==> config.mk <==
export PLATFORM = sky130hd
export DESIGN_NAME = expression_token_lexer_unit
export DESIGN_NICKNAME = d
export VERILOG_FILES = /design/src/rtl/core/etl_pkg.sv /design/src/rtl/core/expression_token_lexer_unit.sv
export SDC_FILE = /design/constraint.sdc
export NUM_CORES = 1
export LEC_CHECK = 0
export BUFFER_PORTS_ARGS = -buffer_cell sky130_fd_sc_hd__buf_2
export CAP_MARGIN = 40
export CORE_MARGIN = 1
export CORE_UTILIZATION = 50
export CTS_CLUSTER_SIZE = 12
export DETAILED_ROUTE_END_ITERATION = 7
export PLACE_DENSITY = 0.67
export SLEW_MARGIN = 20
export SYNTH_ARGS = -nofsm -noshare
export SYNTH_HDL_FRONTEND = slang
export SYNTH_SLANG_ARGS = --single-unit
==> constraint.sdc <==
create_clock -name clock -period 7.9 [get_ports clock]
set_clock_uncertainty 0.2 [all_clocks]
set_input_delay 1.58 -clock clock [delete_from_list [all_inputs] [get_ports clock]]
set_output_delay 1.58 -clock clock [all_outputs]
set_load 0.02 [all_outputs]
==> src/rtl/core/etl_pkg.sv <==
package etl_pkg;

   // Width of the character position counter; offsets and lengths leave
   // the block as their low FieldBits bits.
   localparam int PosBits   = 16;
   localparam int FieldBits = 16;

   localparam logic [PosBits-1:0] PosMax = {PosBits{1'b1}};

   // Entries in the token output queue
   localparam int QDepth = 4;

   // Token kinds as carried on the result channel
   typedef enum logic [3:0] {
      TK_NUMBER   = 4'd0,
      TK_BAREWORD = 4'd1,
      TK_PLUS     = 4'd2,
      TK_MINUS    = 4'd3,
      TK_TIMES    = 4'd4,
      TK_DIVIDE   = 4'd5,
      TK_LPAREN   = 4'd6,
      TK_RPAREN   = 4'd7,
      TK_COMMA    = 4'd8,
      TK_LBRACKET = 4'd9,
      TK_RBRACKET = 4'd10,
      TK_STRING   = 4'd11,
      TK_COLCOL   = 4'd12,
      TK_END      = 4'd13,
      TK_BADCHAR  = 4'd14,
      TK_UNTERM   = 4'd15
   } kind_type;

   // Number unit suffixes
   typedef enum logic [2:0] {
      UNIT_NONE    = 3'd0,
      UNIT_SAMP    = 3'd1,
      UNIT_SEC     = 3'd2,
      UNIT_S       = 3'd3,
      UNIT_B       = 3'd4,
      UNIT_BEAT    = 3'd5,
      UNIT_PERCENT = 3'd6
   } unit_type;

   typedef struct packed {
      kind_type               kind;
      unit_type               unit;
      logic [FieldBits-1:0]   start;
      logic [FieldBits-1:0]   length;
   } tok_type;

   typedef struct packed {
      tok_type tok;
      logic    last;
   } entry_type;

   function automatic tok_type mk_tok(kind_type kind, unit_type unit,
                                      logic [FieldBits-1:0] start,
                                      logic [FieldBits-1:0] length);
      tok_type t;
      t.kind   = kind;
      t.unit   = unit;
      t.start  = start;
      t.length = length;
      return t;
   endfunction

endpackage

==> src/rtl/core/expression_token_lexer_unit.sv <==
// Expression lexer: takes one ASCII character per req transfer (req_tlast marks
// end of text, with the data ignored) and returns tokens on rsp as kind, number
// unit, start offset and length; rsp_tlast flags the last token that one input
// character caused. Each character is lexed in the cycle it is taken, and its
// tokens go into a four-entry output queue that drains one token per cycle while
// rsp_tready is high. With rsp_tready high, characters are taken back to back,
// one per cycle, as long as each produces at most one token; a character that
// closes several tokens at once (a failed unit suffix followed by an operator,
// for example) holds req_tready low until the queue is down to one token, as it
// takes new input only while it holds at most one token. The end of text always
// yields an end token and resets the lexer state, position zero included.
module expression_token_lexer_unit (
   input  logic        clock,
   input  logic        reset,
   // character input
   input  logic        req_tvalid,
   output logic        req_tready,
   input  logic [7:0]  req_tdata,   // [7:0] ch
   input  logic        req_tlast,   // end_of_text
   // token output
   output logic        rsp_tvalid,
   input  logic        rsp_tready,
   output logic [39:0] rsp_tdata,   // [3:0] token_kind, [6:4] unit_code,
                                    // [22:7] token_start, [38:23] token_length
   output logic        rsp_tlast    // last_of_run
);

   typedef enum logic [3:0] {
      MODE_IDLE,
      MODE_MINUS,
      MODE_NUMBER,
      MODE_SUFFIX,
      MODE_PLURAL,
      MODE_BAREWORD,
      MODE_STRING,
      MODE_COLON,
      MODE_ERROR
   } mode_type;

   // Character classes
   function automatic logic is_digit(logic [7:0] ch);
      return (ch >= "0") && (ch <= "9");
   endfunction

   function automatic logic is_alpha(logic [7:0] ch);
      return ((ch >= "a") && (ch <= "z")) || ((ch >= "A") && (ch <= "Z"));
   endfunction

   function automatic logic is_space(logic [7:0] ch);
      return (ch == " ") || ((ch >= 8'd9) && (ch <= 8'd13));
   endfunction

   // Suffix words: length and expected character at a given progress
   function automatic logic [2:0] sfx_len(etl_pkg::unit_type u);
      logic [2:0] n;
      unique case (u)
         etl_pkg::UNIT_SEC: n = 3'd3;
         default:           n = 3'd4;
      endcase
      return n;
   endfunction

   function automatic logic [7:0] sfx_char(etl_pkg::unit_type u, logic [2:0] p);
      logic [7:0] sc;
      sc = 8'd0;
      unique case (u)
         etl_pkg::UNIT_SAMP: begin
            unique case (p)
               3'd0:    sc = "s";
               3'd1:    sc = "a";
               3'd2:    sc = "m";
               3'd3:    sc = "p";
               default: sc = 8'd0;
            endcase
         end
         etl_pkg::UNIT_SEC: begin
            unique case (p)
               3'd0:    sc = "s";
               3'd1:    sc = "e";
               3'd2:    sc = "c";
               default: sc = 8'd0;
            endcase
         end
         default: begin
            unique case (p)
               3'd0:    sc = "b";
               3'd1:    sc = "e";
               3'd2:    sc = "a";
               3'd3:    sc = "t";
               default: sc = 8'd0;
            endcase
         end
      endcase
      return sc;
   endfunction

   // Lexer state
   mode_type                     mode_ff, mode_in;
   logic [etl_pkg::PosBits-1:0]  pos_ff, pos_in;
   logic [etl_pkg::PosBits-1:0]  tb_ff, tb_in;
   logic [etl_pkg::PosBits-1:0]  sb_ff, sb_in;
   logic [2:0]                   prog_ff, prog_in;
   etl_pkg::unit_type            unit_ff, unit_in;
   logic                         esc_ff, esc_in;

   // Output queue, entry 0 is the head
   etl_pkg::entry_type           q_ff [etl_pkg::QDepth];
   etl_pkg::entry_type           q_in [etl_pkg::QDepth];
   logic [2:0]                   cnt_ff, cnt_in;

   // Tokens produced by the current character
   etl_pkg::tok_type             toks [3];
   logic [1:0]                   ntok;

   logic                         push, pop;
   logic [7:0]                   c;
   logic                         e;
   logic [etl_pkg::PosBits-1:0]  cur;
   logic [etl_pkg::PosBits-1:0]  d_cur_tb, d_sb_tb, d_cur_sb;
   logic                         bw_close;

   assign c   = req_tdata;
   assign e   = req_tlast;
   assign cur = pos_ff;

   assign d_cur_tb = cur - tb_ff;
   assign d_sb_tb  = sb_ff - tb_ff;
   assign d_cur_sb = cur - sb_ff;
   assign bw_close = e || !(is_digit(c) || is_alpha(c) || (c == "_"));

   assign req_tready = (cnt_ff <= 3'd1);
   assign push       = req_tvalid && req_tready;
   assign rsp_tvalid = (cnt_ff != 3'd0);
   assign pop        = rsp_tvalid && rsp_tready;
   assign rsp_tdata  = {1'b0, q_ff[0].tok.length, q_ff[0].tok.start,
                        q_ff[0].tok.unit, q_ff[0].tok.kind};
   assign rsp_tlast  = q_ff[0].last;

   // Lexing of one character: next state and up to three tokens
   always_comb begin
      logic run_idle;
      logic fail;
      mode_in  = mode_ff;
      tb_in    = tb_ff;
      sb_in    = sb_ff;
      prog_in  = prog_ff;
      unit_in  = unit_ff;
      esc_in   = esc_ff;
      ntok     = 2'd0;
      run_idle = 1'b0;
      fail     = 1'b0;
      for (int i = 0; i < 3; i++) begin
         toks[i] = '0;
      end

      unique case (mode_ff)
         MODE_MINUS: begin
            if (!e && (is_digit(c) || (c == "."))) begin
               mode_in = MODE_NUMBER;
            end else begin
               toks[ntok] = etl_pkg::mk_tok(etl_pkg::TK_MINUS, etl_pkg::UNIT_NONE,
                                            16'(tb_ff), 16'd1);
               ntok = ntok + 2'd1;
               run_idle = 1'b1;
            end
         end
         MODE_NUMBER: begin
            if (!e && (is_digit(c) || (c == ".") || (c == "e") || (c == "E"))) begin
               mode_in = MODE_NUMBER;
            end else if (!e && ((c == "s") || (c == "b"))) begin
               mode_in = MODE_SUFFIX;
               sb_in   = cur;
               prog_in = 3'd1;
               unit_in = (c == "s") ? etl_pkg::UNIT_S : etl_pkg::UNIT_B;
            end else if (!e && (c == "%")) begin
               toks[ntok] = etl_pkg::mk_tok(etl_pkg::TK_NUMBER, etl_pkg::UNIT_PERCENT,
                                            16'(tb_ff), 16'(d_cur_tb + 1'b1));
               ntok = ntok + 2'd1;
               mode_in = MODE_IDLE;
            end else begin
               toks[ntok] = etl_pkg::mk_tok(etl_pkg::TK_NUMBER, etl_pkg::UNIT_NONE,
                                            16'(tb_ff), 16'(d_cur_tb));
               ntok = ntok + 2'd1;
               run_idle = 1'b1;
            end
         end
         MODE_SUFFIX: begin
            if ((prog_ff == 3'd1) &&
                ((unit_ff == etl_pkg::UNIT_S) || (unit_ff == etl_pkg::UNIT_B))) begin
               // single letter so far: extend to a longer word, fail, or close
               if (!e && (unit_ff == etl_pkg::UNIT_S) && (c == "a")) begin
                  unit_in = etl_pkg::UNIT_SAMP;
                  prog_in = 3'd2;
               end else if (!e && (unit_ff == etl_pkg::UNIT_S) && (c == "e")) begin
                  unit_in = etl_pkg::UNIT_SEC;
                  prog_in = 3'd2;
               end else if (!e && (unit_ff == etl_pkg::UNIT_B) && (c == "e")) begin
                  unit_in = etl_pkg::UNIT_BEAT;
                  prog_in = 3'd2;
               end else if (!e && (is_digit(c) || is_alpha(c))) begin
                  fail = 1'b1;
               end else begin
                  toks[ntok] = etl_pkg::mk_tok(etl_pkg::TK_NUMBER, unit_ff,
                                               16'(tb_ff), 16'(d_sb_tb + 1'b1));
                  ntok = ntok + 2'd1;
                  prog_in = 3'd0;
                  unit_in = etl_pkg::UNIT_NONE;
                  run_idle = 1'b1;
               end
            end else if ((unit_ff == etl_pkg::UNIT_SAMP) || (unit_ff == etl_pkg::UNIT_SEC) ||
                         (unit_ff == etl_pkg::UNIT_BEAT)) begin
               if (e || (prog_ff >= sfx_len(unit_ff)) ||
                   (c != sfx_char(unit_ff, prog_ff))) begin
                  fail = 1'b1;
               end else if ((prog_ff + 3'd1) == sfx_len(unit_ff)) begin
                  toks[ntok] = etl_pkg::mk_tok(etl_pkg::TK_NUMBER, unit_ff,
                                               16'(tb_ff), 16'(d_cur_tb + 1'b1));
                  ntok = ntok + 2'd1;
                  prog_in = 3'd0;
                  unit_in = etl_pkg::UNIT_NONE;
                  mode_in = MODE_PLURAL;
               end else begin
                  prog_in = prog_ff + 3'd1;
               end
            end else begin
               fail = 1'b1;
            end
         end
         MODE_PLURAL: begin
            if (!e && (c == "s")) begin
               mode_in = MODE_IDLE;
            end else begin
               run_idle = 1'b1;
            end
         end
         MODE_BAREWORD: begin
            if (bw_close) begin
               toks[ntok] = etl_pkg::mk_tok(etl_pkg::TK_BAREWORD, etl_pkg::UNIT_NONE,
                                            16'(tb_ff), 16'(d_cur_tb));
               ntok = ntok + 2'd1;
               run_idle = 1'b1;
            end
         end
         MODE_STRING: begin
            if (e) begin
               toks[ntok] = etl_pkg::mk_tok(etl_pkg::TK_UNTERM, etl_pkg::UNIT_NONE,
                                            16'(tb_ff), 16'(d_cur_tb));
               ntok = ntok + 2'd1;
               toks[ntok] = etl_pkg::mk_tok(etl_pkg::TK_END, etl_pkg::UNIT_NONE,
                                            16'(cur), 16'd0);
               ntok = ntok + 2'd1;
               mode_in = MODE_ERROR;
            end else if (esc_ff) begin
               esc_in = 1'b0;
            end else if (c == "\\") begin
               esc_in = 1'b1;
            end else if (c == "\"") begin
               toks[ntok] = etl_pkg::mk_tok(etl_pkg::TK_STRING, etl_pkg::UNIT_NONE,
                                            16'(tb_ff), 16'(d_cur_tb + 1'b1));
               ntok = ntok + 2'd1;
               mode_in = MODE_IDLE;
            end
         end
         MODE_COLON: begin
            if (!e && (c == ":")) begin
               toks[ntok] = etl_pkg::mk_tok(etl_pkg::TK_COLCOL, etl_pkg::UNIT_NONE,
                                            16'(tb_ff), 16'd2);
               ntok = ntok + 2'd1;
               mode_in = MODE_IDLE;
            end else begin
               toks[ntok] = etl_pkg::mk_tok(etl_pkg::TK_BADCHAR, etl_pkg::UNIT_NONE,
                                            16'(tb_ff), 16'd1);
               ntok = ntok + 2'd1;
               mode_in = MODE_ERROR;
               if (e) begin
                  toks[ntok] = etl_pkg::mk_tok(etl_pkg::TK_END, etl_pkg::UNIT_NONE,
                                               16'(cur), 16'd0);
                  ntok = ntok + 2'd1;
               end
            end
         end
         MODE_ERROR: begin
            if (e) begin
               toks[ntok] = etl_pkg::mk_tok(etl_pkg::TK_END, etl_pkg::UNIT_NONE,
                                            16'(cur), 16'd0);
               ntok = ntok + 2'd1;
            end
         end
         default: begin
            run_idle = 1'b1;
         end
      endcase

      // Failed suffix: close the number, buffered letters start a bareword
      if (fail) begin
         toks[ntok] = etl_pkg::mk_tok(etl_pkg::TK_NUMBER, etl_pkg::UNIT_NONE,
                                      16'(tb_ff), 16'(d_sb_tb));
         ntok = ntok + 2'd1;
         tb_in   = sb_ff;
         prog_in = 3'd0;
         unit_in = etl_pkg::UNIT_NONE;
         if (bw_close) begin
            toks[ntok] = etl_pkg::mk_tok(etl_pkg::TK_BAREWORD, etl_pkg::UNIT_NONE,
                                         16'(sb_ff), 16'(d_cur_sb));
            ntok = ntok + 2'd1;
            run_idle = 1'b1;
         end else begin
            mode_in = MODE_BAREWORD;
         end
      end

      // Character seen between tokens
      if (run_idle) begin
         mode_in = MODE_IDLE;
         if (e) begin
            toks[ntok] = etl_pkg::mk_tok(etl_pkg::TK_END, etl_pkg::UNIT_NONE,
                                         16'(cur), 16'd0);
            ntok = ntok + 2'd1;
         end else if (is_space(c)) begin
            mode_in = MODE_IDLE;
         end else if (is_digit(c) || (c == ".")) begin
            mode_in = MODE_NUMBER;
            tb_in   = cur;
         end else if (c == "-") begin
            mode_in = MODE_MINUS;
            tb_in   = cur;
         end else if (is_alpha(c)) begin
            mode_in = MODE_BAREWORD;
            tb_in   = cur;
         end else if (c == "\"") begin
            mode_in = MODE_STRING;
            tb_in   = cur;
            esc_in  = 1'b0;
         end else if (c == ":") begin
            mode_in = MODE_COLON;
            tb_in   = cur;
         end else begin
            toks[ntok].unit   = etl_pkg::UNIT_NONE;
            toks[ntok].start  = 16'(cur);
            toks[ntok].length = 16'd1;
            priority case (c)
               "+":     toks[ntok].kind = etl_pkg::TK_PLUS;
               "*":     toks[ntok].kind = etl_pkg::TK_TIMES;
               "/":     toks[ntok].kind = etl_pkg::TK_DIVIDE;
               "(":     toks[ntok].kind = etl_pkg::TK_LPAREN;
               ")":     toks[ntok].kind = etl_pkg::TK_RPAREN;
               ",":     toks[ntok].kind = etl_pkg::TK_COMMA;
               "[":     toks[ntok].kind = etl_pkg::TK_LBRACKET;
               "]":     toks[ntok].kind = etl_pkg::TK_RBRACKET;
               default: begin
                  toks[ntok].kind = etl_pkg::TK_BADCHAR;
                  mode_in = MODE_ERROR;
               end
            endcase
            ntok = ntok + 2'd1;
         end
      end
   end

   // Queue update: shift out the head, append this character's tokens
   always_comb begin
      logic [2:0] base;
      logic [2:0] slot;
      base = pop ? (cnt_ff - 3'd1) : cnt_ff;
      for (int i = 0; i < etl_pkg::QDepth; i++) begin
         if (pop && (i < etl_pkg::QDepth - 1)) begin
            q_in[i] = q_ff[i + 1];
         end else begin
            q_in[i] = q_ff[i];
         end
      end
      for (int j = 0; j < 3; j++) begin
         slot = base + 3'(j);
         if (push && (3'(j) < {1'b0, ntok})) begin
            q_in[slot[1:0]].tok  = toks[j];
            q_in[slot[1:0]].last = (3'(j) == ({1'b0, ntok} - 3'd1));
         end
      end
      cnt_in = base + (push ? {1'b0, ntok} : 3'd0);
   end

   // Next character position, saturating
   assign pos_in = (pos_ff == etl_pkg::PosMax) ? pos_ff : (pos_ff + 1'b1);

   // State and queue registers
   always_ff @(posedge clock) begin
      for (int i = 0; i < etl_pkg::QDepth; i++) begin
         q_ff[i] <= q_in[i];
      end
      if (reset) begin
         mode_ff <= MODE_IDLE;
         pos_ff  <= '0;
         tb_ff   <= '0;
         sb_ff   <= '0;
         prog_ff <= 3'd0;
         unit_ff <= etl_pkg::UNIT_NONE;
         esc_ff  <= 1'b0;
         cnt_ff  <= 3'd0;
      end else begin
         cnt_ff <= cnt_in;
         if (push && e) begin
            mode_ff <= MODE_IDLE;
            pos_ff  <= '0;
            tb_ff   <= '0;
            sb_ff   <= '0;
            prog_ff <= 3'd0;
            unit_ff <= etl_pkg::UNIT_NONE;
            esc_ff  <= 1'b0;
         end else if (push) begin
            mode_ff <= mode_in;
            pos_ff  <= pos_in;
            tb_ff   <= tb_in;
            sb_ff   <= sb_in;
            prog_ff <= prog_in;
            unit_ff <= unit_in;
            esc_ff  <= esc_in;
         end
      end
   end

   // Checks
   a_cnt_range: assert property (@(posedge clock) disable iff (reset)
      cnt_ff <= 3'(etl_pkg::QDepth))
      else $error("token queue count out of range");

   a_end_resets: assert property (@(posedge clock) disable iff (reset)
      (push && req_tlast) |=> (mode_ff == MODE_IDLE && pos_ff == '0))
      else $error("end of text did not return lexer to reset state");

   a_end_token: assert property (@(posedge clock) disable iff (reset)
      (push && req_tlast) |=> rsp_tvalid)
      else $error("end of text produced no token");

   a_stall_cause: assert property (@(posedge clock) disable iff (reset)
      !req_tready |-> (rsp_tvalid && cnt_ff >= 3'd2))
      else $error("input stalled without queued tokens");

endmodule

==> results of run 1 <==
worst min-delay path, stage by stage, from the launching register on:
cell and delay, ns:
dfxtp_1 0.31, nand2_1 0.05, a21oi_1 0.05
registers in the layout, indices dropped and copies added (netlist names):
name,count
sb_ff,16
prog_ff,3
unit_ff,3
tb_ff,16
esc_ff,1
mode_ff,4
cur,16
q_ff,160
cnt_ff,3
logic make-up (layout without fill, tap and decap cells):
group,after synthesis,after routing,synth area share [%]
AOI/OAI and AO/OA,878,878,31.92
xor gates and xnor gates,72,72,3.280
adders and majority gates,71,71,4.721
buffers and inverters,306,281,6.393
DFF,222,222,22.85
muxes,166,166,8.851
other,1,2,0.01928
and+or+nand+nor,903,903,21.97
area by class of cell:
type | count | area (um2) | share of cell area [%]
Inverter | 101 | 380.4 | 1.804
Clock buffer | 38 | 765.7 | 3.632
Sequential cell | 222 | 4444 | 21.08
Clock inverter | 9 | 93.84 | 0.4451
Timing Repair Buffer | 133 | 917.1 | 4.350
Antenna cell | 1 | 2.502 | 0.01187
Multi-Input combinational cell | 2091 | 13840 | 65.65
Tap cell | 511 | 639.4 | 3.032
layer usage:
layer | share of wire [%] | track usage, % | vias up
met5 | 0 | 0 | -
met2 | 45 | 60.14 | 1125
met1 | 41 | 48.43 | 10110
li1 | - | - | 9647
met4 | 5.8 | 20.26 | 0
met3 | 8.2 | 4.759 | 239
power by group:
group / switching (W) / internal (W) / leakage, nW
Clock: 0.000516 / 0.000705 / 0.418
Sequential: 0.000236 / 0.00152 / 1.83
Combinational: 0.00212 / 0.00134 / 5.53
Total: 0.00287 / 0.00356 / 7.78
cell usage after synthesis (all sizes together) (7+ instances only):
cell,count,share of area [%]
or3,11,0.35
ha,67,4.3
o21a,12,0.46
o211a,7,0.36
nor2b,14,0.45
a211o,11,0.50
o2111ai,8,0.36
o22ai,59,1.9
a211oi,20,0.80
o221ai,19,0.95
a22o,19,0.86
a221o,14,0.72
a21o,36,1.4
nand2b,26,0.84
o21ai,177,4.7
or2,14,0.45
nand4,13,0.42
xor2,22,1.0
a31o,32,1.4
o211ai,31,1.2
buf,56,1.6
a21oi,151,4.0
o2bb2ai,14,0.63
nor2,214,4.2
clkbuf,149,2.9
dfxtp,222,23
a221oi,9,0.44
nor4,13,0.53
a2111oi,11,0.72
nand2,330,6.4
mux2,48,2.8
a31oi,28,0.93
a22oi,87,3.4
xnor2,50,2.3
inv,100,1.9
a2bb2oi,27,1.2
and3,30,0.96
o31ai,26,1.3
mux2i,118,6.1
o311ai,24,1.1
and2,30,0.96
nand3,94,2.4
or4,9,0.35
nand3b,9,0.35
nor3,63,1.7
final timing paths:
check,to,cells after the start
max,q_ff[0][1],15
min,q_ff[3][34],2
max reg2reg,q_ff[0][1],19
min reg2reg,q_ff[3][34],2
layout by cell type (no fill, tap or decap), types with 12 or more instances in the layout:
cell type  instances
buf_4             67
o21ai_1           16
a2bb2oi_1         27
a22o_1            19
dfxtp_1          222
buf_2             57
a221o_1           14
a22oi_1           87
clkbuf_16         26
o21a_1            12
nor3_1            60
xnor2_1           50
mux2i_1          118
o221ai_1          18
o22ai_1           59
and3_1            30
or2_2             14
nand2_1          329
a31oi_1           27
a31o_2            32
mux2_2            47
inv_1            100
o2bb2ai_1         14
o211ai_1          31
o21ai_0          155
and2_1            27
a21oi_1          144
nor2_1           210
a211oi_1          19
o311ai_0          22
nand3_1           94
nor2b_1           14
ha_1              67
o31ai_1           15
nand2b_1          26
nand4_1           13
a21o_1            35
xor2_1            21
through the flow:
step	hold WS [ns]	util, %
floorplan	0.2315	-
global placement	0.2470	52.91
detailed placement	0.2483	53.15
CTS	0.2572	55.42
global route	0.2780	55.58
finish	0.2547	55.58
==> impl_results.md, run 1 <==
* Synth Instances at 2619
* Fillcell total at 3656
* Max-slew headroom at 35.19%
* Placed instance area at 20160 um2
* PwrDens at 305.2 nW/um2
* DRT antenna net count at 0
* Residual DRC at 0
* CP cell instances: buf_2, nor4bb_1, a22oi_1, o21ai_0, o2111ai_1, nor3_2, ha_1, nand2_1, a21boi_0, ha_1, or3_1, a21oi_1, nand2_1, o221ai_1, a31oi_1
* Worst Min Path Start: q_ff[3][34]
* Antenna violations before repair at 0
* Synth cell types at 108
* Final worst slack at 1.003 ns
* RSZ-0062 raised after global routing: false
* Crit path launch: req_tdata[4]
* Worst min-delay path class: reg -> reg
* Crit. End Element: register
* CP Max Fanout at 16
* Largest net degree at the start of global routing at 60
* Synthesized area at 19450 um2
* Max clock buf depth at 3
* # rows at 71
* Setup bufs post-CTS at 0
* Ports at 56
* Vias after detailed routing at 21120
* Startpoint types: input pin
* Post-layout net count at 2659
* DR vias/cell at 6.799
* Primary FF master, synth: dfxtp_1
* Congestion Overflow GR at 0
* Max stage delay on crit path at 0.63 ns
* Clock root cell: clkbuf_16
* Core ar. at 37930 um2
* Port Buf Inserts at 54
* CTS buffer count at 26
* Final period utilization at 87.31%
* Crit-path slowest cell: nand2_1
* Crit path required time at 8.10 ns
* Dpl ws at 0.5174 ns
* Worst Path Arrival at 7.09 ns
* Width of the die at 199.2 um
* Peak Freq at 0.1450 GHz
* TNS Setup at 0 ns
* Worst vdd rail ir drop at 235.7 uV
* Lkg Pwr at 7.782 nW
* Yosys reg bits at 222
* Final setup vio count at 0
* CTS Hold Buffers Added at 0
* Placed instance count at 3054
* Slew Limit Fails at 0
* FF-to-FF setup slack at 1.42 ns
* Clk pin slew, worst setup/hold paths at 0.06 ns
* Vias in the first global route at 19710
* Total Routing Usage GR at 37.37%
* Syn avg cell area at 7.427 um2
* Fin crit period at 6.897 ns
* Post-synth ARST share at 0%
* # resized after CTS at 0
* Crit Path Class: in -> reg
* Num Clock Sinks at 222
* Gpl congestion at 0.9850
* 1st-pass router iterations at 6
* Initial Utilization at 51.28%
* Die Ht at 199.2 um
* Final wirelength at 75430 um
* Outcome: complete, no violations
* Final Hold Viols at 0
* Worst Path Buf+Inv at 1
* Power Total at 0.006434 W
* MaxCap Viol Count at 0
* Layout cells sized above 1 at 12.37%
* WL/cell at 24.29 um
* Post-route cell area at 21080 um2
* P&R area growth vs syn at 8.388%
* Least-Margin Pin Slew at 0.9721 ns
* Htree depth at 1
* Worst r2r src: unit_ff[1]
* Syn_nets at 2703
* DIE AREA at 39700 um2
* Post-synth EDFFs at 0
* HPWL after DPL at 53690 um
* CP top delay family: compound AO/OA/AOI/OAI gates
* Sequential area share after synthesis at 22.85%
* Worst skew pair latency at 0.57 ns
* CTS tree: built
* First-pass GRT wire length at 115000 um
* Synth Warn # at 0
* Initial drt markers at 2281
* Finished Layout Cells at 3106
Note: power is estimated with default switching activity, not from simulation.
==> run 2, diff against run 1 <==
Settings changed: CORE_UTILIZATION 50 to 45, PLACE_DENSITY 0.67 to 0.62.
Clock period 7.9 ns to 7.6 ns, I/O delays scaled along.
==> impl_results.md, run 2 (synthesis gave the netlist of run 1 again) <==
* Outcome: finished with violations
* Violated checks: design-rule violations
* Setup bufs post-CTS at 0
* HPWL after DPL at 55480 um
* Startpoint types: input pin
* Congestion Overflow GR at 0
* Fillcell total at 4191
* Total Routing Usage GR at 33.96%
* Initial Utilization at 45.96%
* Max clock buf depth at 3
* Peak Freq at 0.1519 GHz
* Clock root cell: clkbuf_16
* CTS tree: built
* Largest Register: q_ff
* WL/cell at 24.35 um
* Initial drt markers at 2337
* Final setup vio count at 0
* Post-layout net count at 2664
* Worst Path Arrival at 6.84 ns
* Worst skew pair latency at 0.56 ns
* Max layer used: met4
* Die Ht at 209.9 um
* Slew Limit Fails at 0
* CP Max Fanout at 21
* Met1 WL at 32370 um
* Max-slew headroom at 37.39%
* Final wirelength at 77310 um
* PwrDens at 316.7 nW/um2
* Commonest non-fill, non-tap cell in the layout: nand2_1
* Crit path required time at 7.86 ns
* Post-route cell area at 21130 um2
* Max stage delay on crit path at 0.77 ns
* Gpl congestion at 1.007
* Crit-path slowest cell: o21ai_4
* # resized after CTS at 0
* Port Buf Inserts at 54
* Vias in the first global route at 19950
* Final Hold Viols at 0
* P&R area growth vs syn at 8.645%
* 1st-pass router iterations at 8
* Ports at 56
* DR vias/cell at 6.664
* Dpl ws at 0.5512 ns
* Worst vdd rail ir drop at 272.8 uV
* DRT antenna net count at 0
* Antenna violations before repair at 0
* Wire length on met2 at 34870 um
* Worst min-delay path class: reg -> reg
* Residual DRC at 5
* First-pass GRT wire length at 117800 um
* Vias after detailed routing at 21160
* CTS Hold Buffers Added at 0
* Clk pin slew, worst setup/hold paths at 0.06 ns
* TNS Setup at 0 ns
* DIE AREA at 44060 um2
* Placed instance area at 20260 um2
* Fin crit period at 6.584 ns
* Crit Path Class: in -> reg
* Layout cells sized above 1 at 12.39%
* Final period utilization at 86.64%
* Crit. End Element: register
* Worst Path Buf+Inv at 2
* Final worst slack at 1.016 ns
* MaxCap Viol Count at 0
* Metal3 WL at 6304 um
* CP cell instances: buf_2, or4b_1, nor4_2, o21ai_0, o2111ai_1, nor3_2, ha_1, nand2_1, a21boi_0, ha_1, or3_1, nand2_1, o21ai_4, buf_4, o211ai_1, a31o_2
* Width of the die at 209.9 um
* RSZ-0062 raised after global routing: false
* Least-Margin Pin Slew at 0.9155 ns
* # rows at 75
* Max reg flops at 160
* Core ar. at 42320 um2
* ANT cells at 0
* CP top delay family: simple AND/OR/NAND/NOR gates
* CTS buffer count at 26
* Largest net degree at the start of global routing at 60
* Most frequent cells in the layout: 329 x nand2_1, 222 x dfxtp_1, 210 x nor2_1, 155 x o21ai_0, 145 x a21oi_1
* Utilization after layout at 49.94%
* Num Clock Sinks at 222
* Lkg Pwr at 7.776 nW
* Htree depth at 1
## run 2: cell type report
type	count	area, um2	share of cell area, %
inverters	101	380.4	1.800
well taps	577	721.9	3.416
flip-flops and latches	222	4444	21.03
repair buffers	138	910.9	4.310
clock inverters	8	108.9	0.5151
clock buffers	38	725.7	3.434
multi-input cells	2091	13840	65.50
## run 2: routing by layer
| metal | up-vias | global-route usage, % |
|---|---|---|
| li1 | 9650 | - |
| met5 | - | 0 |
| met4 | 0 | 15.68 |
| met1 | 10150 | 44.98 |
| met2 | 1150 | 55.14 |
| met3 | 209 | 3.935 |
## run 2: through the flow
stage                     total power (W)  instances  hold slack, ns
after floorplan                  0.004352       2619          0.2315
after global placement           0.005255       3113          0.2571
after detailed placement         0.005346       3123          0.2561
after CTS                        0.006612       3169          0.2634
after global routing             0.007052       3175          0.2863
final                            0.006693       3175          0.2661
## run 2: worst reg2reg max path: stages, from the launching register on
cell	delay, ns
dfxtp_1	0.60
or3b_1	0.55
clkinv_2	0.16
ha_1	0.29
nor2_1	0.11
a21oi_1	0.12
a2111oi_4	0.40
nand4b_1	0.20
nor4_4	0.46
nor3_2	0.18
ha_1	0.34
nand2_1	0.10
a21boi_0	0.18
ha_1	0.37
or3_1	0.32
nand2_1	0.32
o21ai_4	0.77
buf_4	0.37
o211ai_1	0.13
a31o_2	0.27
## run 2: power breakdown
part | switching, W | leakage (nW) | internal, W
Combinational | 0.00221 | 5.55 | 0.00140
Sequential | 0.000251 | 1.83 | 0.00158
Clock | 0.000531 | 0.396 | 0.000728
Total | 0.00299 | 7.78 | 0.00370
## run 2: path summary, 6_finish.rpt
| check | slack [ns] | endpoint | cells past startpoint | start |
|---|---|---|---|---|
| setup reg to reg | 1.10 | q_ff[2][2] | 19 | unit_ff[1] |
| hold / removal | 0.27 | q_ff[3][34] | 2 | q_ff[3][34] |
| hold reg to reg | 0.27 | q_ff[3][34] | 2 | q_ff[3][34] |
| setup / recovery | 1.02 | q_ff[2][2] | 16 | req_tdata[4] |
